## src/per_source_tcp_flood_detector_macros.svh

```systemverilog
// assertion macros for the flood detector
// no dependencies; included by ptfd_dpath, the module that checks its own logic
`ifndef PER_SOURCE_TCP_FLOOD_DETECTOR_MACROS_SVH
`define PER_SOURCE_TCP_FLOOD_DETECTOR_MACROS_SVH
`ifndef SYNTH
`define PTFD_ASSERT_IMPL(label, clk, rst_n, a, b) \
    label: assert property (@(posedge clk) disable iff (!rst_n) (a) |-> (b)) \
        else $error("implication check failed");
`define PTFD_ASSERT_NEXT(label, clk, rst_n, a, b) \
    label: assert property (@(posedge clk) disable iff (!rst_n) (a) |=> (b)) \
        else $error("next-cycle check failed");
`else
`define PTFD_ASSERT_IMPL(label, clk, rst_n, a, b)
`define PTFD_ASSERT_NEXT(label, clk, rst_n, a, b)
`endif
`endif

```

## src/ptfd_pkg.sv

```systemverilog
// shared types, constants and codes of the flood detector
// no dependencies
package ptfd_pkg;

    localparam int COUNT_ENTRIES_DEF = 64;
    localparam int BLOCK_ENTRIES_DEF = 64;

    localparam logic [7:0]  FLAG_ACK       = 8'h10;
    localparam logic [7:0]  FLAG_RST       = 8'h04;
    localparam logic [15:0] ETHERTYPE_IPV4 = 16'h0800;
    localparam logic [7:0]  PROTO_TCP      = 8'd6;
    localparam logic [15:0] COUNT_MAX      = 16'hFFFF;

    localparam logic [15:0] THRESHOLD_RST    = 16'd100;
    localparam logic [15:0] SERVICE_PORT_RST = 16'd25000;

    localparam logic       REQ_FRAME = 1'b0;
    localparam logic       REQ_TICK  = 1'b1;

    localparam logic       REG_THRESHOLD    = 1'b0;
    localparam logic       REG_SERVICE_PORT = 1'b1;

    localparam logic [2:0] V_IGNORED = 3'd0;
    localparam logic [2:0] V_DROP    = 3'd1;
    localparam logic [2:0] V_COUNTED = 3'd2;
    localparam logic [2:0] V_RESET   = 3'd3;
    localparam logic [2:0] V_FULL    = 3'd4;
    localparam logic [2:0] V_TICK    = 3'd5;

    typedef struct packed {
        logic        req_type;
        logic [15:0] ether_type;
        logic [7:0]  ip_protocol;
        logic [31:0] source_ip;
        logic [15:0] source_port;
        logic [15:0] dest_port;
        logic [7:0]  tcp_flags;
        logic [31:0] tcp_seq;
    } t_in;

    typedef struct packed {
        logic [2:0]  verdict;
        logic [15:0] source_count;
        logic [15:0] reset_port;
        logic [31:0] reset_seq;
        logic        blacklist_full;
    } t_out;

    typedef struct packed {
        logic [31:0] key;
        logic [15:0] value;
    } t_centry;

    typedef struct packed {
        logic load;
        logic bstep;
        logic cstart;
        logic cstep;
        logic fin_tick;
        logic fin_check;
        logic fin_upd;
        logic emit;
    } t_cmd;

    typedef struct packed {
        logic is_tick;
        logic bdone;
        logic cdone;
        logic pass;
        logic out_free;
    } t_sts;

endpackage

```

## src/ptfd_ctrl.sv

```systemverilog
// sequencer of the flood detector: walks one item through scan and update
// depends on ptfd_pkg
module ptfd_ctrl (
    input  logic            i_clk,
    input  logic            i_rst_n,
    input  logic            i_in_valid,
    output logic            o_in_stall,
    input  ptfd_pkg::t_sts  i_sts,
    output ptfd_pkg::t_cmd  o_cmd
);
    import ptfd_pkg::*;

    localparam logic [2:0] S_IDLE  = 3'd0;
    localparam logic [2:0] S_BSCAN = 3'd1;
    localparam logic [2:0] S_CHECK = 3'd2;
    localparam logic [2:0] S_CSCAN = 3'd3;
    localparam logic [2:0] S_UPD   = 3'd4;
    localparam logic [2:0] S_DONE  = 3'd5;

    logic [2:0] r_state, n_state;

    assign o_in_stall = (r_state != S_IDLE);

    always_comb begin
        n_state = r_state;
        o_cmd   = '0;
        unique case (r_state)
            S_IDLE: begin
                if (i_in_valid) begin
                    o_cmd.load = 1'b1;
                    n_state    = S_BSCAN;
                end
            end
            S_BSCAN: begin
                o_cmd.bstep = 1'b1;
                if (i_sts.bdone) n_state = S_CHECK;
            end
            S_CHECK: begin
                priority if (i_sts.is_tick) begin
                    o_cmd.fin_tick = 1'b1;
                    n_state        = S_DONE;
                end else if (!i_sts.pass) begin
                    o_cmd.fin_check = 1'b1;
                    n_state         = S_DONE;
                end else begin
                    o_cmd.cstart = 1'b1;
                    n_state      = S_CSCAN;
                end
            end
            S_CSCAN: begin
                o_cmd.cstep = 1'b1;
                if (i_sts.cdone) n_state = S_UPD;
            end
            S_UPD: begin
                o_cmd.fin_upd = 1'b1;
                n_state       = S_DONE;
            end
            S_DONE: begin
                if (i_sts.out_free) begin
                    o_cmd.emit = 1'b1;
                    n_state    = S_IDLE;
                end
            end
            default: n_state = S_IDLE;
        endcase
    end

    always_ff @(posedge i_clk) begin
        if (!i_rst_n) r_state <= S_IDLE;
        else          r_state <= n_state;
    end

endmodule

```

## config.mk

```make
export PLATFORM = sky130hd
export DESIGN_NAME = ptfd_ctrl
export DESIGN_NICKNAME = d
export VERILOG_FILES = /design/src/per_source_tcp_flood_detector_macros.svh /design/src/ptfd_pkg.sv /design/src/ptfd_ctrl.sv
export SDC_FILE = /design/constraint.sdc
export NUM_CORES = 1
export LEC_CHECK = 0
export ABC_AREA = 1
export BUFFER_PORTS_ARGS = -buffer_cell sky130_fd_sc_hd__buf_2
export CORE_AREA = 2 2 39 41
export CTS_BUF_LIST = sky130_fd_sc_hd__clkbuf_4 sky130_fd_sc_hd__clkbuf_8
export DETAILED_ROUTE_END_ITERATION = 7
export DIE_AREA = 0 0 41 43
export PLACE_DENSITY_LB_ADDON = 0.2
export SETUP_SLACK_MARGIN = 0.5
export SYNTH_ARGS = -nofsm -noshare
export SYNTH_HDL_FRONTEND = slang
export SYNTH_SLANG_ARGS = --single-unit
```

## constraint.sdc

```tcl
create_clock -name i_clk -period 2.9 [get_ports i_clk]
set_input_delay 0.29 -clock i_clk [delete_from_list [all_inputs] [get_ports i_clk]]
set_output_delay 0.29 -clock i_clk [all_outputs]
set_load 0.005 [all_outputs]
```

* Word-level counts from Yosys, hierarchy flattened *
Index checks and enable logic that the tools add are counted.

operators by class
  equality and inequality tests = 9
  mux-type cells = 21
  reductions and logical operators = 3

operators by type and width
  cell                                           count
  2-to-1 mux 3 bit                               6
  case mux 3 bit (6 select lines)                1
  2-to-1 mux 1 bit                               13
  != test 2 bit, second input constant           4
  == test 3 x 2 -> 1 bit, second input constant  2
  == test 3 bit, second input constant           2
  AND reduction 4 bit                            1
  == test 3 x 1 -> 1 bit, second input constant  1
  logical NOT 3 bit                              1
  nonzero test 3 bit                             1
  2-to-1 mux 2 bit                               1

word-level totals
  flip-flop bits (word level) = 3
  input port bits = 8
  logic and storage cells = 34

* Depth between registers and ports, before layout *
  depth in word-level cells = 3
  depth in mapped cells = 8

* Least setup slack after synthesis *
OpenSTA, ideal clock, no wires.

  path type = register to output
  start point = register r_state[2]
  end point = output o_cmd[0] in the netlist's numbering
  data arrival time = 837 ps
  setup slack = 1773 ps
  cell stages (with the launch flop) = 3
  buffers on the path = 0
  path through = dfxtp_1 > inv_2 > nor4_1

RTL lines
  element                   RTL line         source
  start: declaration        ptfd_ctrl.sv:20  logic [2:0] r_state, n_state;
  start signal: assignment  ptfd_ctrl.sv:70  else r_state <= n_state;
  end: declaration          ptfd_ctrl.sv:9   output ptfd_pkg::t_cmd o_cmd

==> reports/metrics.cfg <==
[status]
status = finished clean

[worst_setup_path]
critPathArrivalTime_ns = 1.27
crit_fanout = 6
path_buf_inv = 2
r2r-start = r_state[2]
cp-end-kind = primary output
start_kind = register
path_class = reg -> out
regToRegSetupSlack_ns = 1.72
cp_slowest_cell = dfxtp_1
crit_chain = inv_2, nor4_1, buf_2
cp_top_family = flip-flops
r2r_cells = 7
required_ns = 2.61
regToRegEndpoint = r_state[0]
cp_slowest_stage_delay_ns = 0.47

[yosys]
synthXorXnorAreaFrac_pct = 0
muxShareOfSynthArea_pct = 0
synth_top_family_by_area = simple AND/OR/NAND/NOR gates
synth_seq_cells = 3
synth-seq-area-share_pct = 21.52
synthArstFlopShare_pct = 0
synth_edf_count = 0
synthesis.area_um2 = 279.0
synthTopCellsByCount = nand2_1, nor2_1, inv_1
synthTopCellsByArea = dfxtp_1, nand2_1, nor2_1
synth_nets = 55
ys.flop_type = dfxtp_1
syn_inst = 47
synthDistinctLibCells = 15
synth_top_cell_by_area = dfxtp_1
yosys_warnings = 0
synth_area_per_cell_um2 = 5.937
synth_fa_ha_area_share_pct = 0
yosys.area_share.simple_pct = 62.78
synth_most_common_cell = nand2_1
synth-compound-area-share_pct = 3.587
yosysTopAreaCellShare_pct = 21.52

[cells_and_area]
post-route-util_pct = 29.57
drive_gt1_share_pct = 43.28
largestRegisters = r_state x3
antennaDiodeCount = 0
stdcell_area_um2 = 409.1
regMostFlops = r_state
largest_reg_flops = 3
finalNetCount = 76
syn2layout_area_growth_pct = 46.64

[clocking]
cts_resized = 0
cts_sinks = 3
cts_htree_levels = 1
cts.hold.buffers_added = 0
root_buffer = clkbuf_4
clkTransAtPathRegs_ns = 0.04
post_cts_buffers = 0
cts_tree = built
cts_buffers = 3
clk_latency_ns = 0.23
clockBufferDepth = 2

[sta]
skew_ns = 0.004099
finalSetupTns_ns = 0
min_period_ns = 1.562
max_slew_margin_pct = 81.12
timing.final.ws_setup_ns = 1.338
setup_viol = 0
fin_crit_sh_pct = 53.86
rsz0062_at_grt = no
fmax_ghz = 0.6402
hold_viol_final = 0
worst_pin_slew_ns = 0.2829
slew_violations = 0

[drt]
finalWirelength_um = 657
initialDrtViolationCount = 1
drc = 0
routedWlPerCell_um = 7.916
wl_met2_um = 345
wl_met1_um = 276
wl_met3_um = 34
num_vias = 350
dr.pass1.iters = 2
vias_per_cell = 4.217
final_antenna_net_count = 0
top_layer_used = met3

[floorplan]
dieArea_um2 = 1763
die_y_um = 43
start_util_pct = 20.16
num_rows = 14
die_x_um = 41
pin_count = 17
core_um2 = 1384

[global_routing]
gr-total-overflow = 0
grt_antenna_before_repair = 0
grt_max_degree = 7
grt_usage_pct = 9.228
grt_pass1_vias = 297
grt_pass1_wl_mm = 1.097

[pwr]
p_per_area_nw_per_um2 = 936.6
swShare_pct = 46.99
power_mw = 0.3832
p_sw_mw = 0.1801
power.leakage_nw = 0.2397
p_clk_share_pct = 21.5
pwr-share-seq_pct = 24.1
power_frac_comb_pct = 54.4
ir_worst_vdd_mv = 0.1901
p_int_mw = 0.2031

[hold_path]
min_path_cells = 3
worstHoldEndpoint = r_state[0]
hold_class = in -> reg
min_from = i_rst_n

[placed_design]
place_ws_ns = 1.587
post-dp-hpwl_um = 558.2
gp_congestion = 0.6585
placed_cell_area_um2 = 379.1
port_buffers = 16

[run]
cap_violations = 0

per-stage QoR:
stage	hold WS, ns	std cells
after global placement	0.5378	79
after global routing	0.3171	83
final	0.2910	83
after detailed placement	0.5377	79
after CTS	0.2903	83
after floorplan	0.4010	47
cells by family after synthesis:
logic type             count (synthesis)
DFF                                    3
buffers and inverters                  9
AOI/OAI and AO/OA                      2
and+or+nand+nor                       33
power by group through the flow:
stage | Sequential (mW) | Clock (mW) | Combinational (mW)
finish | 0.0922 | 0.0826 | 0.208
global route | 0.0971 | 0.0901 | 0.243
CTS | 0.0922 | 0.0858 | 0.215
detailed placement | 0.0932 | 0 | 0.214
global placement | 0.0932 | 0 | 0.217
floorplan | 0.0864 | 0 | 0.153
placed cells by master (no fill, tap or decap), drive strengths merged:
cell,instances
nand4,2
nand2,11
nor3,4
clkbuf,4
o21ai,1
nand3,3
dfxtp,3
nor2,12
buf,16
inv,9
nor4,1
a21oi,1
per-layer routing:
layer | track usage [%] | vias up
met1 | 9.936 | 153
met3 | 4.712 | 0
met2 | 14.37 | 7
met4 | 4.000 | 0
met5 | 0 | -
li1 | - | 190
how the worst max path moves through the flow:
stage	start	cells past startpoint	end
after global placement	r_state[2]	3	o_cmd[0]
after global routing	r_state[2]	3	o_cmd[0]
after detailed placement	r_state[2]	3	o_cmd[0]
after CTS	r_state[2]	3	o_cmd[0]
after floorplan	r_state[2]	2	o_cmd[0]
final	r_state[2]	3	o_cmd[0]
tightest hold or removal path: cells and delay by family:
kind | cells | cell delay [ns]
AND/OR/NAND/NOR | 1 | 0.03
buffers and inverters | 2 | 0.16
layout make-up:
cell class                      instances  area [um2]
Timing Repair Buffer                   16       80.08
Multi-Input combinational cell         35       185.2
Tap cell                               16       20.02
Fill cell                             167       974.7
Inverter                                9       33.78
Sequential cell                         3       60.06
Clock buffer                            4       30.03
Note: power is estimated with default switching activity, not from simulation.
